<file path="src/hw/rtl/hjbd_pkg.sv">
// hjbd_pkg: types, constants and register indexes for the headset jack and button detector
// no dependencies; imported by headset_jack_and_button_detect_top
`timescale 1ns / 1ps

package hjbd_pkg;

    localparam int NUM_KEYS  = 3;
    localparam int MV_W      = 12;
    localparam int WORD_W    = 16;
    localparam int STATUS_W  = 5;
    localparam int CFG_IDX_W = 3;
    localparam int KEY_BIT0  = 2;

    localparam logic [WORD_W-1:0] WORD_INSERTION       = 16'h80FB;
    localparam logic [WORD_W-1:0] WORD_REMOVAL_HEADSET = 16'hC0F3;
    localparam logic [WORD_W-1:0] WORD_REMOVAL_HOOK    = 16'hCAF3;
    localparam logic [WORD_W-1:0] WORD_HOOK_RELEASE    = 16'hC2F3;

    localparam logic [MV_W-1:0] HP_CLASS_MAX_MV     = 12'd70;
    localparam logic [MV_W-1:0] REMOVED_OPEN_MIN_MV = 12'd1800;

    localparam logic [MV_W-1:0] RST_KEY0_LOW    = 12'd0;
    localparam logic [MV_W-1:0] RST_KEY0_HIGH   = 12'd100;
    localparam logic [MV_W-1:0] RST_KEY1_LOW    = 12'd130;
    localparam logic [MV_W-1:0] RST_KEY1_HIGH   = 12'd150;
    localparam logic [MV_W-1:0] RST_KEY2_LOW    = 12'd275;
    localparam logic [MV_W-1:0] RST_KEY2_HIGH   = 12'd325;
    localparam logic [MV_W-1:0] RST_HEADSET_LOW  = 12'd475;
    localparam logic [MV_W-1:0] RST_HEADSET_HIGH = 12'd2800;

    localparam logic [CFG_IDX_W-1:0] CFG_KEY0_LOW     = 3'd0;
    localparam logic [CFG_IDX_W-1:0] CFG_KEY0_HIGH    = 3'd1;
    localparam logic [CFG_IDX_W-1:0] CFG_KEY1_LOW     = 3'd2;
    localparam logic [CFG_IDX_W-1:0] CFG_KEY1_HIGH    = 3'd3;
    localparam logic [CFG_IDX_W-1:0] CFG_KEY2_LOW     = 3'd4;
    localparam logic [CFG_IDX_W-1:0] CFG_KEY2_HIGH    = 3'd5;
    localparam logic [CFG_IDX_W-1:0] CFG_HEADSET_LOW  = 3'd6;
    localparam logic [CFG_IDX_W-1:0] CFG_HEADSET_HIGH = 3'd7;

    localparam logic [1:0] JACK_BITS_NONE      = 2'd0;
    localparam logic [1:0] JACK_BITS_HEADPHONE = 2'd1;
    localparam logic [1:0] JACK_BITS_HEADSET   = 2'd3;

    typedef enum logic [1:0] {
        CLS_REMOVED   = 2'd0,
        CLS_HEADSET   = 2'd1,
        CLS_HEADPHONE = 2'd2,
        CLS_INVALID   = 2'd3
    } t_class;

    typedef struct packed {
        logic            func;
        logic [MV_W-1:0] sample_mv;
        logic            plug_sense;
    } t_in;

    typedef struct packed {
        logic                detect_write;
        logic [WORD_W-1:0]   detect_word;
        logic                report_valid;
        logic [STATUS_W-1:0] report_status;
        logic [STATUS_W-1:0] report_mask;
        logic [1:0]          accessory_code;
    } t_out;

endpackage

</file>
<file path="src/hw/rtl/headset_jack_and_button_detect_top.sv">
// headset_jack_and_button_detect_top: jack classification, pair filter and button windows
// depends on hjbd_pkg
`timescale 1ns / 1ps

// Usage
// Input channel i_valid / i_data / o_stall carries one detect sample per transaction:
// func (0 jack, 1 button), sample_mv and plug_sense. A transaction is taken at a rising
// edge with i_valid high and o_stall low.
// Output channel o_valid / o_data / i_stall returns exactly one result per input
// transaction, in order, taken at an edge with o_valid high and i_stall low.
// The result of an accepted sample is registered. Throughput is one sample per cycle while
// o_stall is low; classification, the pair filter and the key window compares are one pass
// of compare logic feeding the result register.
// When the receiver stalls, the result register holds and one more result goes into a skid
// register; o_stall rises only while it is full. The user must write threshold registers
// via i_cfg_we / i_cfg_index / i_cfg_data only while idle; the block does not enforce it.
// Reset (synchronous, active low) restores the default thresholds, clears the pair filter,
// reported bits, key state and accessory code, and empties both result registers.
module headset_jack_and_button_detect_top
    import hjbd_pkg::*;
(
    input  logic                 i_clk,
    input  logic                 i_rst_n,
    input  logic                 i_cfg_we,
    input  logic [CFG_IDX_W-1:0] i_cfg_index,
    input  logic [MV_W-1:0]      i_cfg_data,
    input  logic                 i_valid,
    input  t_in                  i_data,
    output logic                 o_stall,
    output logic                 o_valid,
    output t_out                 o_data,
    input  logic                 i_stall
);

    logic [MV_W-1:0]     r_key_low  [NUM_KEYS];
    logic [MV_W-1:0]     r_key_high [NUM_KEYS];
    logic [MV_W-1:0]     r_headset_low;
    logic [MV_W-1:0]     r_headset_high;

    logic                r_pair_second, n_pair_second;
    t_class              r_first_class, n_first_class;
    logic [STATUS_W-1:0] r_jack_bits,   n_jack_bits;
    logic                r_buttons_on,  n_buttons_on;
    logic [NUM_KEYS-1:0] r_key_down,    n_key_down;
    t_class              r_accessory,   n_accessory;

    logic                r_out_valid;
    t_out                r_out;
    logic                r_skid_valid;
    t_out                r_skid;

    t_out                n_res;
    t_class              cls;
    logic                in_acc;
    logic                out_take;

    assign in_acc   = i_valid && !r_skid_valid;
    assign out_take = r_out_valid && !i_stall;
    assign o_stall  = r_skid_valid;
    assign o_valid  = r_out_valid;
    assign o_data   = r_out;

    // threshold registers
    always_ff @(posedge i_clk) begin
        if (!i_rst_n) begin
            r_key_low[0]   <= RST_KEY0_LOW;
            r_key_high[0]  <= RST_KEY0_HIGH;
            r_key_low[1]   <= RST_KEY1_LOW;
            r_key_high[1]  <= RST_KEY1_HIGH;
            r_key_low[2]   <= RST_KEY2_LOW;
            r_key_high[2]  <= RST_KEY2_HIGH;
            r_headset_low  <= RST_HEADSET_LOW;
            r_headset_high <= RST_HEADSET_HIGH;
        end else if (i_cfg_we) begin
            unique case (i_cfg_index)
                CFG_KEY0_LOW:     r_key_low[0]   <= i_cfg_data;
                CFG_KEY0_HIGH:    r_key_high[0]  <= i_cfg_data;
                CFG_KEY1_LOW:     r_key_low[1]   <= i_cfg_data;
                CFG_KEY1_HIGH:    r_key_high[1]  <= i_cfg_data;
                CFG_KEY2_LOW:     r_key_low[2]   <= i_cfg_data;
                CFG_KEY2_HIGH:    r_key_high[2]  <= i_cfg_data;
                CFG_HEADSET_LOW:  r_headset_low  <= i_cfg_data;
                CFG_HEADSET_HIGH: r_headset_high <= i_cfg_data;
                default: ;
            endcase
        end
    end

    // classification
    always_comb begin
        if (i_data.sample_mv >= r_headset_low && i_data.sample_mv <= r_headset_high
                && !i_data.plug_sense) begin
            cls = CLS_HEADSET;
        end else if (i_data.sample_mv <= HP_CLASS_MAX_MV && !i_data.plug_sense) begin
            cls = CLS_HEADPHONE;
        end else if (i_data.sample_mv > r_headset_high
                || (i_data.sample_mv > REMOVED_OPEN_MIN_MV && i_data.plug_sense)) begin
            cls = CLS_REMOVED;
        end else begin
            cls = CLS_INVALID;
        end
    end

    // per-transaction state update and result
    always_comb begin
        logic                found;
        logic [STATUS_W-1:0] bit_sel;
        logic [WORD_W-1:0]   word;
        logic [1:0]          bits;
        logic                btn_on;

        n_pair_second = r_pair_second;
        n_first_class = r_first_class;
        n_jack_bits   = r_jack_bits;
        n_buttons_on  = r_buttons_on;
        n_key_down    = r_key_down;
        n_accessory   = r_accessory;
        n_res         = '0;
        found         = 1'b0;
        bit_sel       = '0;
        word          = WORD_INSERTION;
        bits          = JACK_BITS_NONE;
        btn_on        = 1'b0;

        if (!i_data.func || r_jack_bits[1:0] != JACK_BITS_HEADSET) begin
            if (!r_pair_second) begin
                n_first_class = cls;
                n_pair_second = 1'b1;
            end else begin
                n_pair_second = 1'b0;
                if (cls == r_first_class) begin
                    unique case (cls)
                        CLS_HEADPHONE: begin
                            word = WORD_REMOVAL_HEADSET; bits = JACK_BITS_HEADPHONE;
                        end
                        CLS_HEADSET: begin
                            word = WORD_REMOVAL_HOOK; bits = JACK_BITS_HEADSET;
                            btn_on = 1'b1;
                        end
                        default: begin
                            word = WORD_INSERTION; bits = JACK_BITS_NONE;
                        end
                    endcase
                    n_accessory = cls;
                    if (cls != CLS_INVALID) begin
                        n_buttons_on = btn_on;
                        if (bits != r_jack_bits[1:0]) begin
                            n_res.detect_write  = 1'b1;
                            n_res.detect_word   = word;
                            n_res.report_valid  = 1'b1;
                            n_res.report_status = {{(STATUS_W-2){1'b0}}, bits};
                            n_res.report_mask   = {{(STATUS_W-2){1'b0}}, 2'b11};
                            n_jack_bits[1:0]    = bits;
                        end
                    end
                end
            end
        end else if (r_buttons_on) begin
            for (int i = 0; i < NUM_KEYS; i++) begin
                if (!found && i_data.sample_mv >= r_key_low[i]
                        && i_data.sample_mv <= r_key_high[i]) begin
                    found         = 1'b1;
                    n_key_down[i] = 1'b1;
                    bit_sel       = STATUS_W'(1 << (KEY_BIT0 + i));
                end
            end
            if (found) begin
                n_res.detect_write  = 1'b1;
                n_res.detect_word   = WORD_HOOK_RELEASE;
                n_res.report_valid  = 1'b1;
                n_res.report_status = bit_sel;
                n_res.report_mask   = bit_sel;
                n_jack_bits         = r_jack_bits | bit_sel;
            end else begin
                // release all, report the highest pressed key
                for (int i = 0; i < NUM_KEYS; i++) begin
                    if (r_key_down[i]) begin
                        found   = 1'b1;
                        bit_sel = STATUS_W'(1 << (KEY_BIT0 + i));
                    end
                end
                n_key_down = '0;
                if (found) begin
                    n_res.detect_write  = 1'b1;
                    n_res.detect_word   = WORD_REMOVAL_HOOK;
                    n_res.report_valid  = 1'b1;
                    n_res.report_status = '0;
                    n_res.report_mask   = bit_sel;
                    n_jack_bits         = r_jack_bits & ~bit_sel;
                end
            end
        end

        n_res.accessory_code = n_accessory;
    end

    always_ff @(posedge i_clk) begin
        if (!i_rst_n) begin
            r_pair_second <= 1'b0;
            r_first_class <= CLS_REMOVED;
            r_jack_bits   <= '0;
            r_buttons_on  <= 1'b0;
            r_key_down    <= '0;
            r_accessory   <= CLS_REMOVED;
        end else if (in_acc) begin
            r_pair_second <= n_pair_second;
            r_first_class <= n_first_class;
            r_jack_bits   <= n_jack_bits;
            r_buttons_on  <= n_buttons_on;
            r_key_down    <= n_key_down;
            r_accessory   <= n_accessory;
        end
    end

    // result register with skid stage
    always_ff @(posedge i_clk) begin
        if (!i_rst_n) begin
            r_out_valid  <= 1'b0;
            r_skid_valid <= 1'b0;
        end else if (!r_out_valid || out_take) begin
            if (r_skid_valid) begin
                r_out_valid  <= 1'b1;
                r_skid_valid <= 1'b0;
            end else begin
                r_out_valid  <= in_acc;
            end
        end else if (in_acc) begin
            r_skid_valid <= 1'b1;
        end
    end

    always_ff @(posedge i_clk) begin
        if (!r_out_valid || out_take) begin
            if (r_skid_valid) begin
                r_out <= r_skid;
            end else if (in_acc) begin
                r_out <= n_res;
            end
        end else if (in_acc) begin
            r_skid <= n_res;
        end
    end

    a_skid_needs_out: assert property (@(posedge i_clk) disable iff (!i_rst_n)
        r_skid_valid |-> r_out_valid)
        else $error("skid register full while result register empty");

    a_buttons_need_headset: assert property (@(posedge i_clk) disable iff (!i_rst_n)
        r_buttons_on |-> (r_jack_bits[1:0] == JACK_BITS_HEADSET))
        else $error("buttons enabled without headset reported");

    a_jack_bits_code: assert property (@(posedge i_clk) disable iff (!i_rst_n)
        r_jack_bits[1:0] != 2'b10)
        else $error("mic reported without headphone");

    a_quiet_result: assert property (@(posedge i_clk) disable iff (!i_rst_n)
        (r_out_valid && !r_out.report_valid) |->
            (r_out.report_mask == '0 && !r_out.detect_write))
        else $error("result carries data without a report");

endmodule
</file>
<file path="config.mk">
export PLATFORM = sky130hd
export DESIGN_NAME = headset_jack_and_button_detect_top
export DESIGN_NICKNAME = d
export VERILOG_FILES = /design/src/hw/rtl/hjbd_pkg.sv /design/src/hw/rtl/headset_jack_and_button_detect_top.sv
export SDC_FILE = /design/constraint.sdc
export NUM_CORES = 1
export LEC_CHECK = 0
export BUFFER_PORTS_ARGS = -buffer_cell sky130_fd_sc_hd__buf_4
export CAP_MARGIN = 20
export CORE_ASPECT_RATIO = 0.5
export CORE_MARGIN = 4
export CORE_UTILIZATION = 45
export DETAILED_ROUTE_END_ITERATION = 7
export PLACE_DENSITY = 0.68
export SLEW_MARGIN = 20
export SYNTH_ARGS = -nofsm -noshare
export SYNTH_HDL_FRONTEND = slang
export SYNTH_SLANG_ARGS = --single-unit
</file>
<file path="constraint.sdc">
create_clock -name i_clk -period 3.8 [get_ports i_clk]
set_clock_uncertainty 0.05 [all_clocks]
set_input_delay 0 -clock i_clk [delete_from_list [all_inputs] [get_ports i_clk]]
set_output_delay 0 -clock i_clk [all_outputs]
set_load 0.05 [all_outputs]
</file>
## After elaboration in Yosys (flattened, before gate mapping)

Memories as Yosys holds them, arrays and structs flattened.
Cells that the tools add are included.

| cells by class | value |
|---|---|
| add/subtract/negate cells | 0 |
| $mul | 0 |
| div/mod/pow operators | 0 |
| magnitude comparators | 11 |
| equality and inequality tests | 20 |
| shift operators | 0 |
| multiplexer cells | 93 |
| bitwise operators | 13 |
| reduce and logical (&&, ||, !) cells | 39 |

Operators with widths:

| kind | number |
|---|---|
| 2-to-1 mux 28 bit | 8 |
| 2-to-1 mux 12 bit | 6 |
| 2-to-1 mux 30 bit | 2 |
| 2-to-1 mux 5 bit | 12 |
| greater-or-equal comparator 12 bit | 4 |
| less-or-equal comparator 12 bit | 4 |
| 2-to-1 mux 1 bit | 46 |
| 2-to-1 mux 2 bit | 15 |
| case mux 15 bit (2 select lines) | 1 |
| AND reduction 4 bit | 4 |
| == test 3 bit, second input constant | 4 |
| > comparator 12 x 11 -> 1 bit, second input constant | 1 |
| > comparator 12 bit | 1 |
| less-or-equal comparator 12 x 7 -> 1 bit, second input constant | 1 |
| != test 2 bit, second input constant | 6 |
| logical AND 1 bit | 11 |
| AND reduction 2 bit | 5 |
| zero test 1 bit | 7 |
| AND reduction 7 bit | 1 |
| == test 3 x 2 -> 1 bit, second input constant | 2 |
| 2-to-1 mux 3 bit | 2 |
| != test 2 x 1 -> 1 bit, second input constant | 3 |
| OR 1 bit | 6 |
| nonzero test 2 bit | 3 |
| other kinds (16) | 21 |

| storage, ports and cells | value |
|---|---|
| register bits | 100 |
| bits in latches | 0 |
| bits in writable memories | 72 |
| memory bits (read-only) | 0 |
| output and inout bits | 32 |
| memories kept | 2 |

Memory list:

| memory | depth | width | read ports | clocked after Yosys merged registers in | write ports | RTL line | RTL |
|---|---|---|---|---|---|---|---|
| r_key_high | 3 | 12 | 3 | 0 | 3 | headset_jack_and_button_detect_top.sv:36 | `logic [MV_W-1:0] r_key_high [NUM_KEYS];` |
| r_key_low | 3 | 12 | 3 | 0 | 3 | headset_jack_and_button_detect_top.sv:35 | `logic [MV_W-1:0] r_key_low [NUM_KEYS];` |

## Depth between registers and ports, before layout

An unclocked memory read counts as a cell.

| logic depth | value |
|---|---|
| word-level depth | 30 |
| mapped depth | 17 |

## Least setup slack after synthesis

Ideal clock, no wire load.

| timing path | value |
|---|---|
| path kind | flip-flop to flip-flop |
| start | register r_headset_low[2] |
| end | register r_out (netlist bit o_data[20]) (data pin) |
| arrival time | 3178 ps |
| required time | 3490 ps |
| slack | 312 ps |
| stages on the path, launching flop included | 18 |
| cells stage by stage | dfxtp_1 > inv_1 > ha_1 > a211o_1 > a31oi_1 > o31a_1 > a221oi_1 > and2_1 > buf_2 > nor2_1 > ha_1 > xnor2_1 > nand2b_1 > o21bai_1 > nor3b_1 > o21ai_1 > nand2_1 > mux2_2 |

| on the way | value |
|---|---|
| cells in the longest elaborated chain, start to end | 17 |
| elaborated cells on any way between the ends | 20 |
| classes of those cells | order compare: 1; eq/ne: 5; mux: 12; reduce/logical: 2 |

RTL lines:

| element | RTL line | RTL |
|---|---|---|
| from (decl) | headset_jack_and_button_detect_top.sv:37 | `logic [MV_W-1:0] r_headset_low;` |
| from (signal assigned) | headset_jack_and_button_detect_top.sv:82 | `CFG_HEADSET_LOW: r_headset_low <= i_cfg_data;` |
| greater-or-equal comparator 12 bit (*) | headset_jack_and_button_detect_top.sv:91 | `if (i_data.sample_mv >= r_headset_low && i_data.sample_mv <= r_headset_high` |
| logical AND 1 bit (*) | headset_jack_and_button_detect_top.sv:91 |  |
| logical AND 1 bit (*) | headset_jack_and_button_detect_top.sv:92 | `&& !i_data.plug_sense) begin` |
| 2-to-1 mux 2 bit (*) | headset_jack_and_button_detect_top.sv:91 |  |
| net cls[1] | headset_jack_and_button_detect_top.sv:53 | `t_class cls;` |
| == test 2 x 1 -> 1 bit / == test 2 bit (equally long branches) | headset_jack_and_button_detect_top.sv:132 | `unique case (cls)` |
| case mux 2 bit (2 select lines) | headset_jack_and_button_detect_top.sv:132 |  |
| 2-to-1 mux 2 bit | headset_jack_and_button_detect_top.sv:131 | `if (cls == r_first_class) begin` |
| [2 not listed] | - |  |
| != test 2 bit | headset_jack_and_button_detect_top.sv:147 | `if (bits != r_jack_bits[1:0]) begin` |
| 2-to-1 mux 28 bit | headset_jack_and_button_detect_top.sv:147 |  |
| 2-to-1 mux 28 bit | headset_jack_and_button_detect_top.sv:145 | `if (cls != CLS_INVALID) begin` |
| 2-to-1 mux 28 bit (*) | headset_jack_and_button_detect_top.sv:131 |  |
| 2-to-1 mux 28 bit (*) | headset_jack_and_button_detect_top.sv:126 | `if (!r_pair_second) begin` |
| 2-to-1 mux 28 bit (*) | headset_jack_and_button_detect_top.sv:125 | `if (!i_data.func \|\| r_jack_bits[1:0] != JACK_BITS_HEADSET) begin` |
| 2-to-1 mux 30 bit (*) | headset_jack_and_button_detect_top.sv:236 | `end else if (in_acc) begin` |
| 2-to-1 mux 30 bit (*) | headset_jack_and_button_detect_top.sv:234 | `if (r_skid_valid) begin` |
| to (signal assigned) | headset_jack_and_button_detect_top.sv:235 | `r_out <= r_skid;` |
| to (signal assigned) | headset_jack_and_button_detect_top.sv:237 | `r_out <= n_res;` |
| to (decl) | headset_jack_and_button_detect_top.sv:48 | `t_out r_out;` |

The timed path passes the listed nets; every way through them passes the cells marked *. The select of a mux whose other input is x is not followed.
A chain may end at the register's enable or synchronous reset.

## Worst setup path after layout

| timing path | value |
|---|---|
| start | register r_headset_high[10] |
| end | register r_out (netlist bit o_data[7]) (data pin) |

| on the way | value |
|---|---|
| cells in the longest elaborated chain, start to end | 18 |
| elaborated cells on any way between the ends | 24 |
| classes of those cells | order compare: 2; eq/ne: 5; mux: 14; reduce/logical: 3 |

RTL lines:

| element | RTL line | RTL |
|---|---|---|
| from (decl) | headset_jack_and_button_detect_top.sv:38 | `logic [MV_W-1:0] r_headset_high;` |
| from (signal assigned) | headset_jack_and_button_detect_top.sv:83 | `CFG_HEADSET_HIGH: r_headset_high <= i_cfg_data;` |
| > comparator 12 bit | headset_jack_and_button_detect_top.sv:96 | `end else if (i_data.sample_mv > r_headset_high` |
| logical OR 1 bit | headset_jack_and_button_detect_top.sv:97 | `\|\| (i_data.sample_mv > REMOVED_OPEN_MIN_MV && i_data.plug_sense)) begin` |
| 2-to-1 mux 2 bit | headset_jack_and_button_detect_top.sv:96 |  |
| 2-to-1 mux 2 bit | headset_jack_and_button_detect_top.sv:94 | `end else if (i_data.sample_mv <= HP_CLASS_MAX_MV && !i_data.plug_sense) begin` |
| 2-to-1 mux 2 bit (*) | headset_jack_and_button_detect_top.sv:91 |  |
| net cls[0] | headset_jack_and_button_detect_top.sv:53 |  |
| == test 2 x 1 -> 1 bit / == test 2 bit (equally long branches) | headset_jack_and_button_detect_top.sv:132 |  |
| case mux 2 bit (2 select lines) | headset_jack_and_button_detect_top.sv:132 |  |
| [3 not listed] | - |  |
| != test 2 bit | headset_jack_and_button_detect_top.sv:147 |  |
| 2-to-1 mux 28 bit | headset_jack_and_button_detect_top.sv:147 |  |
| 2-to-1 mux 28 bit | headset_jack_and_button_detect_top.sv:145 |  |
| 2-to-1 mux 28 bit (*) | headset_jack_and_button_detect_top.sv:131 |  |
| 2-to-1 mux 28 bit (*) | headset_jack_and_button_detect_top.sv:126 |  |
| 2-to-1 mux 28 bit (*) | headset_jack_and_button_detect_top.sv:125 |  |
| 2-to-1 mux 30 bit (*) | headset_jack_and_button_detect_top.sv:236 |  |
| 2-to-1 mux 30 bit (*) | headset_jack_and_button_detect_top.sv:234 |  |

Marked as above.

==> results.toml <==
[floorplanning]
core_mm2 = 0.0168
die_w_um = 195
rows = 33
die_y_um = 102
dieArea_mm2 = 0.0199
io_pins = 66
floorplan.initialDensity = 0.471

[pwr]
leakagePower_nw = 4.04
total_power_w = 0.00410
powerDensity_mw_per_mm2 = 434
ir_worst_vdd_mv = 0.317

[synth]
synth_top_area_frac = 0.396
yosysUniqueCellTypes = 58
netlist_instances = 752
async_reset_ff_frac = 0
synth.avg_cell_area_um2 = 10.5
ys_ff_latch = 141
yosysTopAreaCell = "edfxtp_1"
syn_area_mm2 = 0.00789
synth_area_leaders = "edfxtp_1 (40%), ha_1 (15%), dfxtp_1 (9.4%)"
synthFlopType = "edfxtp_1"
yosysSeqAreaShare = 0.489
ys.warnings.count = 0
synth-edff-count = 104

[global_route]
antenna_found_initial = 0
grt_use_total = 0.188
grt_pass1_wl_mm = 29.3
grt_pass1_vias = 5614
overflow = 0
grt_max_degree = 36

[worst_hold_path]
min_from = "i_cfg_index[2]"
hold_path.class = "input pin to register"
holdPathEnd = "r_key_low[0][12]$_DFFE_PP_"
hold_depth = 3

[route]
dr.pass1.iters = 4
wl_per_cell_um = 16.8
ant_nets = 0
vias = 5762
wl_mm = 18.1
drc = 0
first_iter_violations = 341
via_per_inst = 5.34

[placed_design]
gp_congestion = 0.810
numPlacedInstances = 1025
place_area_mm2 = 0.00858
hpwl_mm = 13.2
io_buffers = 60

[setup_path]
r2r_start = "r_headset_high[10]$_SDFFE_PN0P_"
rr_endpoint = "o_data[7]$_DFFE_PP_"
critical_path.endpoint_type = "register"
reg2reg_depth = 15
required_ns = 4.00
worstPathArrival_ns = 3.79
r2r_slack_ns = 0.21
critical_path_class = "register to register"
cp-start-kind = "register"
crit_fanout = 5

[timing]
report.final.setup_viol = 0
fin_crit_sh = 0.945
fin_crit_ns = 3.59
worstMarginPinSlew_ns = 0.872
max_freq_mhz = 279
slew_violations = 0
timing.hold.ws_ns = 0.0975
relSlewSlack = 0.417
hold_viol = 0

[clock_network]
clock_sinks = 141
clk_pin_slew_ns = 0.07
h-tree-depth = 4
cts_root_buf = "clkbuf_16"
cts_buffers = 17
clk_latency_ns = 0.41
clk_path_buf_depth = 2
cts_tree = "built"

[cells_and_area]
fin_nets = 971
stdcell_count = 1080
n_antenna_cell = 0
final_area_mm2 = 0.00945
drive_above_1_share = 0.162
area_growth_syn_to_layout_pct = 19.7

[status]
status = "finished, final reports clean"

[job]
cap_violations = 0
==> cells by family (layout without fill, tap and decap cells) <==
family | Yosys count | in the layout | synth area share
and+or+nand+nor | 224 | 224 | 0.142
AOI/OAI and AO/OA | 145 | 145 | 0.129
DFF | 141 | 141 | 0.489
buffers and inverters | 132 | 229 | 0.0696
adders and majority gates | 97 | 97 | 0.154
muxes | 11 | 11 | 0.0152
other | 1 | 5 | 0.000475
xor gates and xnor gates | 1 | 1 | 0.00111
==> stage by stage <==
step / setup WS (ns) / utilization / TNS (ns)
finish: 0.210 / 0.564 / 0
global placement: 0.289 / 0.512 / 0
global route: -0.0224 / 0.564 / -0.0337
floorplan: 0.312 / - / 0
detailed placement: 0.204 / 0.512 / 0
CTS: 0.0663 / 0.560 / 0
==> worst max-delay path by stage <==
| stage | start | end | slack (ns) | cells after the start |
|---|---|---|---|---|
| 3_5_place_dp | r_headset_low[2]$_SDFFE_PN0P_ | o_data[7]$_DFFE_PP_ | 0.20 | 16 |
| 2_1_floorplan | r_headset_low[2]$_SDFFE_PN0P_ | o_data[20]$_DFFE_PP_ | 0.31 | 17 |
| 5_1_grt | r_headset_high[1]$_SDFFE_PN0P_ | o_data[27]$_DFFE_PP_ | -0.02 | 17 |
| 4_1_cts | r_headset_low[2]$_SDFFE_PN0P_ | o_data[7]$_DFFE_PP_ | 0.07 | 16 |
| 3_3_place_gp | r_headset_low[2]$_SDFFE_PN0P_ | o_data[27]$_DFFE_PP_ | 0.29 | 16 |
| 6_report | r_headset_high[10]$_SDFFE_PN0P_ | o_data[7]$_DFFE_PP_ | 0.21 | 15 |
==> flip-flops by register name, summed over array words and instances, names as in the netlist, 3 cells and up <==
| register | count |
|---|---|
| o_data | 16 |
| r_key_low | 36 |
| r_headset_high | 12 |
| r_key_down | 3 |
| r_key_high | 36 |
| r_skid | 16 |
| r_headset_low | 12 |
==> final cells by class <==
| cell class | count | area (um2) |
|---|---|---|
| tap | 227 | 284 |
| clock inverter | 15 | 160 |
| sequential | 141 | 3860 |
| inverter | 101 | 379 |
| fill | 1416 | 7320 |
| timing repair buffer | 96 | 776 |
| multi-input combinational | 483 | 3560 |
| clock buffer | 17 | 425 |
==> report_power, final <==
group / leakage [nW] / internal (W) / total [W] / switching (W)
combinational: 2.46 / 0.000251 / 0.000671 / 0.000420
clock: 0.275 / 0.000975 / 0.00166 / 0.000680
sequential: 1.31 / 0.00174 / 0.00177 / 0.0000303
total: 4.04 / 0.00297 / 0.00410 / 0.00113
==> repair_timing <==
action | CTS | global route
resized for setup | 0 | 8
setup endpoints to repair | 0 | 7
setup buffers | 0 | 1
hold buffers | 22 | 0
endpoints found under the hold margin | 105 | 0
==> worst max-delay path, stage by stage, from the launching register on <==
cell,delay [ns]
dfxtp_1,0.33
inv_1,0.05
ha_1,0.31
nand4_1,0.22
a211o_1,0.38
a31o_4,0.28
and2_1,0.16
nand2b_1,0.17
ha_1,0.33
xnor2_2,0.16
nand2b_1,0.10
o21bai_1,0.10
nor3b_2,0.21
o21ai_2,0.09
or2_2,0.32
o21ai_0,0.17
==> cells in the mapped netlist, types with 9 or more instances <==
library cell / n
nor2_1: 36
a21oi_1: 40
clkbuf_1: 16
and2_1: 25
buf_4: 14
inv_1: 99
edfxtp_1: 104
nand3_1: 13
nor3_1: 9
nand2b_1: 11
dfxtp_1: 37
or3_1: 16
ha_1: 97
nand2_1: 74
o31ai_1: 10
o211ai_1: 16
o21ai_0: 28
nand4_1: 18
==> cell usage in the layout (no fill, tap or decap), drive strengths merged, types with 16 or more instances in the layout <==
cell	synthesis	final
nand2	74	74
buf	15	74
nand4	18	18
clkbuf	16	17
o211ai	17	17
dfxtp	37	37
dlygate4sd3	0	22
and2	25	25
nor2	36	36
o21ai	29	29
inv	101	106
edfxtp	104	104
ha	97	97
a21oi	40	40
or3	16	16
==> layer usage <==
layer / share of wire / global-route usage / wire length [um]
met1: 0.49 / 0.259 / 8830
met2: 0.44 / 0.302 / 7980
met3: 0.063 / 0.0389 / 1140
met4: 0.0083 / 0.0590 / 150
met5: 0 / 0 / 0
Power figures use the tool's default switching activity.
